## src/hdl/assert_macros.svh

```systemverilog
`ifndef ASSERT_MACROS_SVH
`define ASSERT_MACROS_SVH

// Property checked on every rising clock edge, masked while reset is low
`define ASSERT_CLK(label, clk, rst_n, prop, msg) \
	label: assert property (@(posedge clk) disable iff (!rst_n) prop) else $error(msg);

// Condition that must never be seen on a clock edge out of reset
`define ASSERT_NEVER(label, clk, rst_n, cond, msg) \
	`ASSERT_CLK(label, clk, rst_n, !(cond), msg)

`endif

```

## src/hdl/pwa_pkg.sv

```systemverilog
`timescale 1ns / 1ps

package pwa_pkg;

	// fixed field widths
	localparam int OPCODE_W = 2;
	localparam int PING_W   = 16;
	localparam int FILL_W   = 6;

	// stream data widths, padded to whole bytes
	localparam int IN_TDATA_W  = 24;
	localparam int OUT_TDATA_W = 40;

	// opcodes
	localparam logic [OPCODE_W-1:0] OP_ADD   = 2'd0;
	localparam logic [OPCODE_W-1:0] OP_BEGIN = 2'd1;
	localparam logic [OPCODE_W-1:0] OP_END   = 2'd2;
	localparam logic [OPCODE_W-1:0] OP_READ  = 2'd3;

	typedef struct packed {
		logic [OPCODE_W-1:0] opcode;
		logic [PING_W-1:0]   ping_ms;
	} pwa_item_t;

	typedef struct packed {
		logic [FILL_W-1:0] fill_count;
		logic [PING_W-1:0] instant_ping;
		logic [PING_W-1:0] average_ping;
	} pwa_result_t;

endpackage

```

## src/hdl/ping_window_average_unit.sv

```systemverilog
`timescale 1ns / 1ps
// The core works on one item at a time through a bit-serial divider, one quotient bit per cycle,
// and takes no new item until the result of the last one has been loaded for output. A two-item
// input queue takes up to two items while the back end works or a result waits. Reset (arst_n
// low) clears the window state; ring entries are not cleared, unwritten ones are masked by the fill count.

module ping_window_average_unit #(
	parameter int WINDOW_DEPTH = 32
) (
	input  logic                               clk,
	input  logic                               arst_n,
	input  logic                               s_axis_tvalid,
	output logic                               s_axis_tready,
	// [1:0] opcode, [17:2] ping_ms, [23:18] zero
	input  logic [pwa_pkg::IN_TDATA_W-1:0]     s_axis_tdata,
	output logic                               m_axis_tvalid,
	input  logic                               m_axis_tready,
	// [15:0] average_ping, [31:16] instant_ping, [37:32] fill_count, [39:38] zero
	output logic [pwa_pkg::OUT_TDATA_W-1:0]    m_axis_tdata
);

	import pwa_pkg::*;

	pwa_item_t   in_item;
	pwa_item_t   queued_item;
	logic        queued_valid;
	logic        queued_ready;
	pwa_result_t result;

	// unpack input item
	assign in_item.opcode  = s_axis_tdata[OPCODE_W-1:0];
	assign in_item.ping_ms = s_axis_tdata[OPCODE_W+PING_W-1:OPCODE_W];

	pwa_front u_front (
		.clk       (clk),
		.arst_n    (arst_n),
		.in_valid  (s_axis_tvalid),
		.in_ready  (s_axis_tready),
		.in_item   (in_item),
		.out_valid (queued_valid),
		.out_ready (queued_ready),
		.out_item  (queued_item)
	);

	pwa_core #(
		.WINDOW_DEPTH (WINDOW_DEPTH)
	) u_core (
		.clk        (clk),
		.arst_n     (arst_n),
		.item_valid (queued_valid),
		.item_ready (queued_ready),
		.item       (queued_item),
		.res_valid  (m_axis_tvalid),
		.res_ready  (m_axis_tready),
		.result     (result)
	);

	// pack result item
	assign m_axis_tdata = {2'b00, result.fill_count, result.instant_ping, result.average_ping};

endmodule

```

## src/hdl/pwa_ram.sv

```systemverilog
`timescale 1ns / 1ps

module pwa_ram #(
	parameter int WIDTH = 16,
	parameter int DEPTH = 32
) (
	input  logic                     clk,
	input  logic                     wr_en,
	input  logic [$clog2(DEPTH)-1:0] wr_addr,
	input  logic [WIDTH-1:0]         wr_data,
	input  logic                     rd_en,
	input  logic [$clog2(DEPTH)-1:0] rd_addr,
	output logic [WIDTH-1:0]         rd_data
);

	logic [WIDTH-1:0] mem_q [DEPTH];
	logic [WIDTH-1:0] rd_data_q;

	// one write port, one registered read port
	always_ff @(posedge clk) begin
		if (wr_en) begin
			mem_q[wr_addr] <= wr_data;
		end
		if (rd_en) begin
			rd_data_q <= mem_q[rd_addr];
		end
	end

	assign rd_data = rd_data_q;

endmodule

```

## src/hdl/pwa_div.sv

```systemverilog
`timescale 1ns / 1ps

module pwa_div #(
	parameter int DIVIDEND_W = 21,
	parameter int DIVISOR_W  = 6
) (
	input  logic                  clk,
	input  logic                  arst_n,
	input  logic                  start,
	input  logic [DIVIDEND_W-1:0] dividend,
	input  logic [DIVISOR_W-1:0]  divisor,
	output logic                  done,
	output logic [DIVIDEND_W-1:0] quotient
);

	localparam int STEP_W = $clog2(DIVIDEND_W + 1);

	logic                  busy_q;
	logic                  done_q;
	logic [STEP_W-1:0]     step_q;
	logic [DIVIDEND_W-1:0] quo_q;
	logic [DIVISOR_W-1:0]  rem_q;
	logic [DIVISOR_W-1:0]  div_q;

	logic [DIVISOR_W:0]    rem_shift;
	logic [DIVISOR_W+1:0]  diff;
	logic                  fits;

	// one restoring step: shift in next dividend bit, try the subtract
	always_comb begin
		rem_shift = {rem_q, quo_q[DIVIDEND_W-1]};
		diff      = {1'b0, rem_shift} - {2'b00, div_q};
		fits      = !diff[DIVISOR_W+1];
	end

	// control
	always_ff @(posedge clk or negedge arst_n) begin
		if (!arst_n) begin
			busy_q <= 1'b0;
			done_q <= 1'b0;
			step_q <= '0;
		end else begin
			done_q <= 1'b0;
			if (start) begin
				busy_q <= 1'b1;
				step_q <= STEP_W'(DIVIDEND_W);
			end else if (busy_q) begin
				step_q <= step_q - 1'b1;
				if (step_q == STEP_W'(1)) begin
					busy_q <= 1'b0;
					done_q <= 1'b1;
				end
			end
		end
	end

	// datapath, quotient bits enter from the bottom as dividend bits leave the top
	always_ff @(posedge clk) begin
		if (start) begin
			quo_q <= dividend;
			rem_q <= '0;
			div_q <= divisor;
		end else if (busy_q) begin
			quo_q <= {quo_q[DIVIDEND_W-2:0], fits};
			rem_q <= fits ? diff[DIVISOR_W-1:0] : rem_shift[DIVISOR_W-1:0];
		end
	end

	assign done     = done_q;
	assign quotient = quo_q;

endmodule

```

## src/hdl/pwa_front.sv

```systemverilog
`timescale 1ns / 1ps
`include "assert_macros.svh"

module pwa_front (
	input  logic              clk,
	input  logic              arst_n,
	input  logic              in_valid,
	output logic              in_ready,
	input  pwa_pkg::pwa_item_t in_item,
	output logic              out_valid,
	input  logic              out_ready,
	output pwa_pkg::pwa_item_t out_item
);

	import pwa_pkg::*;

	localparam logic [1:0] QUEUE_DEPTH = 2'd2;

	pwa_item_t  slot_q [2];
	logic       wr_ptr_q;
	logic       rd_ptr_q;
	logic [1:0] level_q;
	logic       push;
	logic       pop;

	assign in_ready  = (level_q != QUEUE_DEPTH);
	assign out_valid = (level_q != 2'd0);
	assign out_item  = slot_q[rd_ptr_q];
	assign push      = in_valid && in_ready;
	assign pop       = out_valid && out_ready;

	// pointers and fill level
	always_ff @(posedge clk or negedge arst_n) begin
		if (!arst_n) begin
			wr_ptr_q <= 1'b0;
			rd_ptr_q <= 1'b0;
			level_q  <= 2'd0;
		end else begin
			if (push) begin
				wr_ptr_q <= !wr_ptr_q;
			end
			if (pop) begin
				rd_ptr_q <= !rd_ptr_q;
			end
			unique case ({push, pop})
				2'b10:   level_q <= level_q + 2'd1;
				2'b01:   level_q <= level_q - 2'd1;
				default: level_q <= level_q;
			endcase
		end
	end

	// item storage
	always_ff @(posedge clk) begin
		if (push) begin
			slot_q[wr_ptr_q] <= in_item;
		end
	end

	`ASSERT_NEVER(a_level_max, clk, arst_n, level_q > QUEUE_DEPTH, "queue level overflow")
	`ASSERT_CLK(a_ptr_level, clk, arst_n, (level_q == 2'd0) |-> (wr_ptr_q == rd_ptr_q), "empty queue with unequal pointers")

endmodule

```

## src/hdl/pwa_core.sv

```systemverilog
`timescale 1ns / 1ps
`include "assert_macros.svh"

module pwa_core #(
	parameter int WINDOW_DEPTH = 32
) (
	input  logic                 clk,
	input  logic                 arst_n,
	input  logic                 item_valid,
	output logic                 item_ready,
	input  pwa_pkg::pwa_item_t   item,
	output logic                 res_valid,
	input  logic                 res_ready,
	output pwa_pkg::pwa_result_t result
);

	import pwa_pkg::*;

	localparam int SLOT_W = $clog2(WINDOW_DEPTH);
	localparam int CNT_W  = $clog2(WINDOW_DEPTH + 1);
	localparam int SUM_W  = PING_W + $clog2(WINDOW_DEPTH);

	localparam logic [2:0] ST_IDLE  = 3'd0;
	localparam logic [2:0] ST_READ  = 3'd1;
	localparam logic [2:0] ST_EXEC  = 3'd2;
	localparam logic [2:0] ST_START = 3'd3;
	localparam logic [2:0] ST_DIV   = 3'd4;
	localparam logic [2:0] ST_OUT   = 3'd5;

	logic [2:0]          state_q;
	logic [2:0]          state_d;
	logic [OPCODE_W-1:0] op_q;
	logic [PING_W-1:0]   ping_q;

	// window state
	logic [SLOT_W-1:0]   slot_q;
	logic [CNT_W-1:0]    count_q;
	logic [SUM_W-1:0]    sum_q;
	logic [PING_W-1:0]   latest_q;
	logic                batch_q;
	logic [SLOT_W-1:0]   slot_d;
	logic [CNT_W-1:0]    count_d;
	logic [SUM_W-1:0]    sum_d;
	logic [PING_W-1:0]   latest_d;
	logic                batch_d;

	logic                res_valid_q;
	pwa_result_t         result_q;

	// ring access
	logic                full;
	logic [SLOT_W-1:0]   prev_slot;
	logic                rd_en;
	logic [SLOT_W-1:0]   rd_addr;
	logic [PING_W-1:0]   rd_data;
	logic                store_en;
	logic [PING_W-1:0]   store_val;
	logic [PING_W-1:0]   evicted;

	logic                div_start;
	logic                div_done;
	logic [SUM_W-1:0]    quotient;
	logic                load_out;

	assign full      = (count_q == CNT_W'(WINDOW_DEPTH));
	assign prev_slot = (slot_q == '0) ? SLOT_W'(WINDOW_DEPTH - 1) : slot_q - 1'b1;
	assign evicted   = full ? rd_data : '0;

	assign item_ready = (state_q == ST_IDLE);
	assign rd_en      = (state_q == ST_READ);
	// an empty batch end restores the newest entry, everything else reads the slot that a store would replace
	assign rd_addr    = (op_q == OP_END && latest_q == '0) ? prev_slot : slot_q;
	assign div_start  = (state_q == ST_START);
	assign load_out   = (state_q == ST_OUT) && (!res_valid_q || res_ready);

	// opcode execution
	always_comb begin
		store_en  = 1'b0;
		store_val = ping_q;
		slot_d    = slot_q;
		count_d   = count_q;
		sum_d     = sum_q;
		latest_d  = latest_q;
		batch_d   = batch_q;
		unique case (op_q)
			OP_ADD: begin
				if (batch_q) begin
					if (latest_q == '0 || ping_q < latest_q) begin
						latest_d = ping_q;
					end
				end else begin
					store_en  = 1'b1;
					store_val = ping_q;
				end
			end
			OP_BEGIN: begin
				batch_d  = 1'b1;
				latest_d = '0;
			end
			OP_END: begin
				if (batch_q) begin
					batch_d = 1'b0;
					if (latest_q == '0) begin
						if (count_q != '0) begin
							latest_d = rd_data;
						end
					end else begin
						store_en  = 1'b1;
						store_val = latest_q;
					end
				end
			end
			OP_READ: begin
			end
		endcase
		if (store_en) begin
			sum_d    = sum_q - SUM_W'(evicted) + SUM_W'(store_val);
			latest_d = store_val;
			count_d  = full ? count_q : count_q + 1'b1;
			slot_d   = (slot_q == SLOT_W'(WINDOW_DEPTH - 1)) ? '0 : slot_q + 1'b1;
		end
	end

	// sequencer
	always_comb begin
		state_d = state_q;
		unique case (state_q)
			ST_IDLE:  if (item_valid) state_d = ST_READ;
			ST_READ:  state_d = ST_EXEC;
			ST_EXEC:  state_d = ST_START;
			ST_START: state_d = ST_DIV;
			ST_DIV:   if (div_done) state_d = ST_OUT;
			ST_OUT:   if (load_out) state_d = ST_IDLE;
			default:  state_d = ST_IDLE;
		endcase
	end

	always_ff @(posedge clk or negedge arst_n) begin
		if (!arst_n) begin
			state_q     <= ST_IDLE;
			op_q        <= OP_READ;
			slot_q      <= '0;
			count_q     <= '0;
			sum_q       <= '0;
			latest_q    <= '0;
			batch_q     <= 1'b0;
			res_valid_q <= 1'b0;
		end else begin
			state_q <= state_d;
			if (item_valid && item_ready) begin
				op_q <= item.opcode;
			end
			if (state_q == ST_EXEC) begin
				slot_q   <= slot_d;
				count_q  <= count_d;
				sum_q    <= sum_d;
				latest_q <= latest_d;
				batch_q  <= batch_d;
			end
			if (load_out) begin
				res_valid_q <= 1'b1;
			end else if (res_ready) begin
				res_valid_q <= 1'b0;
			end
		end
	end

	// item and result payload
	always_ff @(posedge clk) begin
		if (item_valid && item_ready) begin
			ping_q <= item.ping_ms;
		end
		if (load_out) begin
			result_q.average_ping <= (count_q == '0) ? '0 : quotient[PING_W-1:0];
			result_q.instant_ping <= (count_q == '0) ? '0 : latest_q;
			result_q.fill_count   <= FILL_W'(count_q);
		end
	end

	assign res_valid = res_valid_q;
	assign result    = result_q;

	pwa_ram #(
		.WIDTH (PING_W),
		.DEPTH (WINDOW_DEPTH)
	) u_ring (
		.clk     (clk),
		.wr_en   ((state_q == ST_EXEC) && store_en),
		.wr_addr (slot_q),
		.wr_data (store_val),
		.rd_en   (rd_en),
		.rd_addr (rd_addr),
		.rd_data (rd_data)
	);

	pwa_div #(
		.DIVIDEND_W (SUM_W),
		.DIVISOR_W  (CNT_W)
	) u_div (
		.clk      (clk),
		.arst_n   (arst_n),
		.start    (div_start),
		.dividend (sum_q),
		.divisor  (count_q),
		.done     (div_done),
		.quotient (quotient)
	);

	`ASSERT_NEVER(a_count_max, clk, arst_n, count_q > CNT_W'(WINDOW_DEPTH), "fill count above window depth")
	`ASSERT_CLK(a_empty_sum, clk, arst_n, (count_q == '0) |-> (sum_q == '0), "nonzero sum with empty window")
	`ASSERT_CLK(a_div_done, clk, arst_n, div_done |-> (state_q == ST_DIV), "divider finished outside divide state")

endmodule
```

## config.mk

```make
export PLATFORM = sky130hd
export DESIGN_NAME = ping_window_average_unit
export DESIGN_NICKNAME = d
export VERILOG_FILES = /design/src/hdl/pwa_pkg.sv /design/src/hdl/ping_window_average_unit.sv /design/src/hdl/pwa_ram.sv /design/src/hdl/pwa_div.sv /design/src/hdl/pwa_front.sv /design/src/hdl/pwa_core.sv
export VERILOG_INCLUDE_DIRS = /design/src /design/src/hdl
export SDC_FILE = /design/constraint.sdc
export NUM_CORES = 1
export LEC_CHECK = 0
export ABC_AREA = 1
export BUFFER_PORTS_ARGS = -buffer_cell sky130_fd_sc_hd__buf_2
export CAP_MARGIN = 10
export CORE_ASPECT_RATIO = 1.75
export CORE_MARGIN = 2
export CORE_UTILIZATION = 50
export CTS_CLUSTER_SIZE = 30
export DETAILED_ROUTE_END_ITERATION = 8
export PLACE_DENSITY = 0.65
export RECOVER_POWER = 25
export SLEW_MARGIN = 20
export SYNTH_ARGS = -nofsm -noshare
export SYNTH_HDL_FRONTEND = slang
export SYNTH_HIERARCHICAL = 1
export SYNTH_SLANG_ARGS = --single-unit
export TNS_END_PERCENT = 1
```

## constraint.sdc

```tcl
create_clock -name clk -period 3.2 [get_ports clk]
set_clock_uncertainty 0.1 [all_clocks]
set_input_delay 0.48 -clock clk [delete_from_list [all_inputs] [get_ports clk]]
set_output_delay 0.48 -clock clk [all_outputs]
set_load 0.005 [all_outputs]
```

==> flow_summary.ini, run 1 <==
[run_status]
status = finished with violations
violations = capacitance limit, slew limit, setup timing

[power]
seqPwrFrac_pct = 30.6
pwr-share-comb_pct = 51.2
p_total_w = 0.04397
leakage_nw = 15.98
peakVddDrop_uv = 540.9
p_per_area_nw_per_um2 = 1130
switching_power_w = 0.01838
swShare_pct = 41.81
intPower_w = 0.02558
pwr-share-clk_pct = 18.2

[yosys]
synth_edf_count = 645
synthFlopType = edfxtp_1
postSynthCellCount = 3131
netlist_area_um2 = 32520
synth-seq-cells = 717
async_reset_ff_share_pct = 9.205
ys_types = 48
ys_seq_area_share_pct = 65.01
syn_area_per_cell_um2 = 10.39
yosys_warnings = 6

[critical_path]
crit_chain = inv_2 -> ha_4 -> buf_12 -> buf_4 -> nand3_4 -> inv_2 -> nand4_1 -> or2_4 -> nand3_4 -> buf_6 -> clkbuf_16 -> buf_4 -> nand2_1 -> nand3_1 -> nand3_2 -> nand2_1 -> nand2_1 -> nand2_1 -> nand2_1 -> nand2_1
r2r_slack_ns = -0.07
worst_path_most_repeated_cell = nand2_1
end_kind = flop
start_kind = flop
cp_top_family = simple AND/OR/NAND/NOR gates
reg2reg_from = u_core/op_q[0]
worst-path-stages = 20
reg2reg_depth = 20
crit_path_start = u_core/op_q[0]
path_max_fanout = 8
crit_type = flop to flop
max_stage_delay_ns = 0.54
critPathRequiredTime_ns = 3.44
path_buf_inv = 7
crit_slowest_cell = dfstp_2
arrival_ns = 3.51
r2r-end = u_core/u_ring/rd_data[7]

[die]
dieArea_um2 = 67180
die_h_um = 341.4
num_io_pins = 70
row_count = 123
initial_core_util_pct = 50.56
die_x_um = 196.8
core-area_um2 = 64330

[global_routing]
antenna_found_initial = 0
grt_pass1_wl_um = 133400
grt_max_degree = 59
grt_pass1_vias = 23480
overflow = 0
grtUsageTotal_pct = 26.48

[routing]
vias = 23300
wirelength_um = 89150
ant_nets = 0
viasPerCell = 5.427
drt-initial-drc-count = 1543
drc = 0
wire_per_inst_um = 20.76
drtPass1Iterations = 5

[place]
dp_cells = 4101
port_buffers = 61
finalWeightedCongestion = 0.9689
placed_area_um2 = 35050
dp_hpwl_um = 58910

[sta]
fmax_ghz = 0.3061
holdWs_ns = 0.04104
fin_crit_ns = 3.267
worst_slew_pin_slew_ns = 1.644
post-route-period-util_pct = 102.1
worst_slack_ns = -0.06723
hold_viol_final = 0
slew-limit-headroom_pct = -10.03
setup_violations = 14
rsz0062_at_grt = yes
slew_viol_final = 20

[clocking]
cts_tree = built
h-tree-depth = 3
clock_sinks = 717
clk_latency_ns = 0.62
clockBufferDepth = 3
root_buffer = clkbuf_16
clk_pin_slew_ns = 0.06
numCtsBuffers = 67

[min_path]
min_to = u_front/wr_ptr_q
hp-start = s_axis_tvalid
min_path_cells = 3
hold_path_class = input pin to flop

[layout]
n_fill_cell = 5219
stdcell_area_um2 = 38920
area_growth_pct = 19.66
final_cell_count_no_fill = 4294
drive_above_1_share_pct = 18.06
num_antenna_cells = 0
fin_nets = 3526

[run]
drv_cap = 1
[sequential cells by signal, indices dropped and copies added (netlist names), 3 cells and up]
register and count:
u_core/sum_q 21, u_core/u_div/step_q 5, u_core/u_div/quotient 21, u_core/u_div/div_q 6, u_core/count_q 6, u_core/ping_q 16, u_core/u_div/rem_q 6, u_core/latest_q 16
u_core/u_ring/mem_q 512, u_core/slot_q 5, u_core/state_q 3, u_front/slot_q 36, u_core/result 38, u_core/u_ring/rd_data 16
[through the flow]
| step | setup TNS (ns) | utilization, % | worst slack, ns |
|---|---|---|---|
| after floorplan | 0 | - | 0.005174 |
| after global routing | -4.554 | 60.50 | -0.2161 |
| final | -0.4396 | 60.50 | -0.06723 |
| after CTS | -0.1553 | 59.92 | -0.02262 |
| after global placement | -7.969 | 54.49 | -0.4408 |
| after detailed placement | -9.679 | 54.49 | -0.4973 |
[layer usage]
metal	vias up	GRT usage, %	part of all wire (%)
met3	248	3.420	4.0
met1	11280	27.71	35
li1	11080	-	-
met2	690	48.65	53
met5	-	0	0
met4	0	18.80	7.6
[final cells by class]
type / count / area, um2 / share of cell area (%)
clock buffer: 84 / 1834 / 4.713
timing repair buffer: 367 / 3115 / 8.005
timing repair inverter: 2 / 17.52 / 0.04501
clock inverter: 39 / 369.1 / 0.9484
multi-input combinational: 2020 / 10460 / 26.87
inverter: 253 / 965.9 / 2.482
tap: 812 / 1016 / 2.610
sequential: 717 / 21140 / 54.33
[power by group through the flow]
stage          logic, W  registers, W  clock network [W]
6_report         0.0225        0.0134            0.00799
3_5_place_dp     0.0189        0.0136                  0
3_3_place_gp     0.0185        0.0136                  0
4_1_cts          0.0216        0.0134            0.00817
2_1_floorplan    0.0114        0.0134                  0
5_1_grt          0.0245        0.0135            0.00850
[worst max path at each step]
| stage | endpoint | slack (ns) |
|---|---|---|
| global placement | u_core/sum_q[17] | -0.44 |
| floorplan | u_core/sum_q[14] | 0.005 |
| detailed placement | u_core/sum_q[6] | -0.50 |
| global route | u_core/sum_q[14] | -0.22 |
| CTS | u_core/u_ring/rd_data[5] | -0.02 |
| finish | u_core/u_ring/rd_data[7] | -0.07 |
[placed cells by master, fill, tap and decap left out, types with 34 or more instances in the layout]
| cell type | instances |
|---|---|
| clkbuf_16 | 73 |
| buf_4 | 215 |
| dfrtp_1 | 64 |
| nor2_1 | 90 |
| nand3_1 | 470 |
| inv_1 | 213 |
| ha_1 | 34 |
| o21ai_0 | 49 |
| clkbuf_1 | 61 |
| nand2_1 | 1075 |
| inv_2 | 35 |
| edfxtp_1 | 645 |
| nand2_2 | 65 |
[repair_timing]
item                                    CTS  global route
hold buffers                             20             0
buffers inserted                         34             8
hold endpoints to repair                 83             0
endpoints found under the setup margin   35            35
gates resized for setup                 186            94
pin swaps                                82            24
cloned                                    4             5
[Yosys cell counts, types with 6 or more instances]
| library cell | number | area share, % |
|---|---|---|
| xnor2_1 | 10 | 0.27 |
| nand3_1 | 489 | 7.5 |
| dfxtp_1 | 6 | 0.37 |
| nand4_1 | 26 | 0.50 |
| dfrtp_1 | 64 | 4.9 |
| inv_2 | 11 | 0.13 |
| a21oi_1 | 35 | 0.54 |
| xor2_1 | 8 | 0.22 |
| nand3b_1 | 8 | 0.18 |
| nor2_1 | 103 | 1.2 |
| buf_4 | 33 | 0.76 |
| clkbuf_1 | 32 | 0.37 |
| nand2_4 | 7 | 0.24 |
| fa_1 | 17 | 1.0 |
| edfxtp_1 | 645 | 60 |
| nor3_1 | 7 | 0.11 |
| inv_1 | 240 | 2.8 |
| buf_6 | 30 | 1.0 |
| buf_2 | 43 | 0.66 |
| ha_1 | 53 | 2.0 |
| o21ai_0 | 62 | 0.95 |
| nand2_1 | 1155 | 13 |
[worst register-to-register path, cell delays in order, from the launching register on]
cell	delay, ns
dfstp_2	0.54
inv_2	0.05
ha_4	0.17
buf_12	0.15
buf_4	0.14
nand3_4	0.09
inv_2	0.06
nand4_1	0.09
or2_4	0.15
nand3_4	0.19
buf_6	0.20
clkbuf_16	0.17
buf_4	0.15
nand2_1	0.05
nand3_1	0.11
nand3_2	0.15
nand2_1	0.07
nand2_1	0.05
nand2_1	0.11
nand2_1	0.10
nand2_1	0.10
[kinds of logic after synthesis]
logic type | Yosys count | share of synthesized area [%]
AO/OA/AOI/OAI | 108 | 1.762
XOR/XNOR | 18 | 0.4847
adder cells (fa/ha/maj) | 70 | 3.085
buffers and inverters | 397 | 5.924
flip-flops | 717 | 65.01
other | 1 | 0.01153
AND/OR/NAND/NOR | 1820 | 23.72
Note: power is estimated with default switching activity, not from simulation.
==> run 2, diff against run 1 <==
CTS_BUF_LIST = sky130_fd_sc_hd__clkbuf_2 sky130_fd_sc_hd__clkbuf_4 sky130_fd_sc_hd__clkbuf_8   (was not set)
SKIP_LAST_GASP = 1   (was not set)
==> run 2 against run 1 <==
Net effect: the run still ends with capacitance limit, slew limit, setup timing left; maximum frequency shrank 3.4%; sequential power is essentially flat; via count grew 0.79%; largest cell class unchanged; highest routed layer unchanged.
==> flow_summary.ini, run 2 (synthesis gave the netlist of run 1 again) <==
[run_status]
status = finished with violations
violations = capacitance limit, slew limit, setup timing

[critical_path]
end_kind = flop
start_kind = flop
crit_type = flop to flop
max_stage_delay_ns = 0.56
crit_chain = ha_4 -> buf_8 -> buf_6 -> nand4_1 -> buf_4 -> buf_4 -> buf_4 -> buf_4 -> buf_4 -> buf_4 -> buf_4 -> buf_4 -> buf_4 -> buf_4 -> buf_4 -> buf_4 -> buf_4 -> buf_4 -> nand3_1 -> nand2_1 -> nand3_1 -> nand2_1
worst_path_most_repeated_cell = buf_4
path_max_fanout = 8
path_buf_inv = 16
arrival_ns = 3.88
critPathRequiredTime_ns = 3.70
crit_slowest_cell = dfstp_2
cp_top_family = buffers and inverters

[clocking]
root_buffer = clkbuf_8
h-tree-depth = 3
clk_pin_slew_ns = 0.07
clk_latency_ns = 0.73
clock_sinks = 717
clockBufferDepth = 3
numCtsBuffers = 101
cts_tree = built

[global_routing]
grt_pass1_vias = 23710
grt_max_degree = 59
antenna_found_initial = 1
overflow = 0
grtUsageTotal_pct = 26.51
grt_pass1_wl_um = 133700

[power]
seqPwrFrac_pct = 32.3
intPower_w = 0.02403
p_total_w = 0.04164
pwr-share-comb_pct = 50.8
leakage_nw = 15.75
peakVddDrop_uv = 541.9
swShare_pct = 42.28
p_per_area_nw_per_um2 = 1096
pwr-share-clk_pct = 16.9
switching_power_w = 0.01761

[sta]
final.setup.tns_ns = -2.956
slew_viol_final = 20
holdWs_ns = 0.3771
slew-limit-headroom_pct = -9.660
rsz0062_at_grt = yes
fmax_ghz = 0.2955
post-route-period-util_pct = 105.7
setup_violations = 33
worst_slew_pin_slew_ns = 1.639
fin_crit_ns = 3.384
hold_viol_final = 0
worst_slack_ns = -0.1839

[die]
die_h_um = 341.4
num_io_pins = 70
core-area_um2 = 64330
dieArea_um2 = 67180
row_count = 123
initial_core_util_pct = 50.56
die_x_um = 196.8

[routing]
wirelength_um = 87540
ant_nets = 0
drc = 0
vias = 23490
viasPerCell = 5.414
drtPass1Iterations = 5
drt-initial-drc-count = 1798
wire_per_inst_um = 20.18

[place]
port_buffers = 61
finalWeightedCongestion = 0.9689
pre_cts_ws_ns = -0.4973
dp_hpwl_um = 58910

[layout]
mostFrequentLayoutCells = 1119 x nand2_1, 645 x edfxtp_1, 485 x nand3_1, 231 x inv_1, 225 x buf_4
fin_nets = 3544
drive_above_1_share_pct = 16.65
regMostFlops = u_core/u_ring/mem_q
largest_reg_flops = 512
final_common_cell = nand2_1
area_growth_pct = 16.78

[min_path]
hold_path_class = flop to flop

[run]
drv_cap = 1
-- run 2: changes by cell type in the layout (fill, tap and decap cells not counted), moves of 13 or more --
cell	before	now
clkbuf_8	3	106
clkbuf_16	73	0
nand2_1	1075	1119
nand2_2	65	37
clkbuf_4	0	27
inv_1	213	231
inv_2	35	17
buf_6	22	5
nand2_4	25	10
nand3_1	470	485
clkinv_1	17	30
-- run 2: worst min-delay path, stage by stage (launching register included) --
cell and delay (ns):
dfxtp_1 0.33, nand2_1 0.06, nand2_1 0.05
-- run 2: repair_timing --
item | CTS | global route
pin swaps | 54 | 3
hold buffers | 21 | 0
gates resized for setup | 138 | 0
buffers inserted | 26 | 4
gates cloned | 3 | 0
endpoints found under the hold margin | 86 | 0
endpoints found under the setup margin | 35 | 34
-- run 2: layout make-up --
class                   count  area (um2)
diodes                      1       2.502
clock buffers             133        1662
clock inverters            49       300.3
fillers                  5377       26350
inverters                 253       958.4
multi-input cells        2020       10080
flip-flops and latches    717       21140
well taps                 812        1016
repair buffers            353        2818
-- run 2: per-stage QoR --
stage          util, %  cells  cell area [um2]
3_5_place_dp     54.49   4101            35050
4_1_cts          59.19   4333            38080
3_3_place_gp     54.49   4101            35050
6_report         59.04   4338            37980
5_1_grt          59.04   4338            37980
2_1_floorplan        -   3132            32530
-- run 2: per-layer routing --
metal	track usage (%)	vias up	wire (um)
li1	-	11130	-
met1	27.68	11340	30290
met2	48.82	752	46970
met3	3.568	262	3879
met4	18.48	0	6400
met5	0	-	0
-- run 2: power groups by stage --
stage / combinational (W) / clock, W / sequential (W)
after floorplan: 0.0114 / 0 / 0.0134
after global placement: 0.0185 / 0 / 0.0136
after detailed placement: 0.0189 / 0 / 0.0136
after CTS: 0.0212 / 0.00719 / 0.0134
after global routing: 0.0232 / 0.00757 / 0.0135
final: 0.0212 / 0.00703 / 0.0134
-- run 2: final timing paths --
kind | to | slack (ns) | start | depth (start not counted)
hold reg to reg | u_core/u_div/rem_q[4] | 0.38 | u_core/u_div/rem_q[4] | 2
setup / recovery | u_core/latest_q[15] | -0.18 | u_core/op_q[1] | 22
setup reg to reg | u_core/latest_q[15] | -0.18 | u_core/op_q[1] | 22
min in group asynchronous | u_core/u_div/step_q[1] | 0.50 | arst_n | 2
max in group asynchronous | u_core/slot_q[0] | 1.30 | arst_n | 3
hold / removal | u_core/u_div/rem_q[4] | 0.38 | u_core/u_div/rem_q[4] | 2
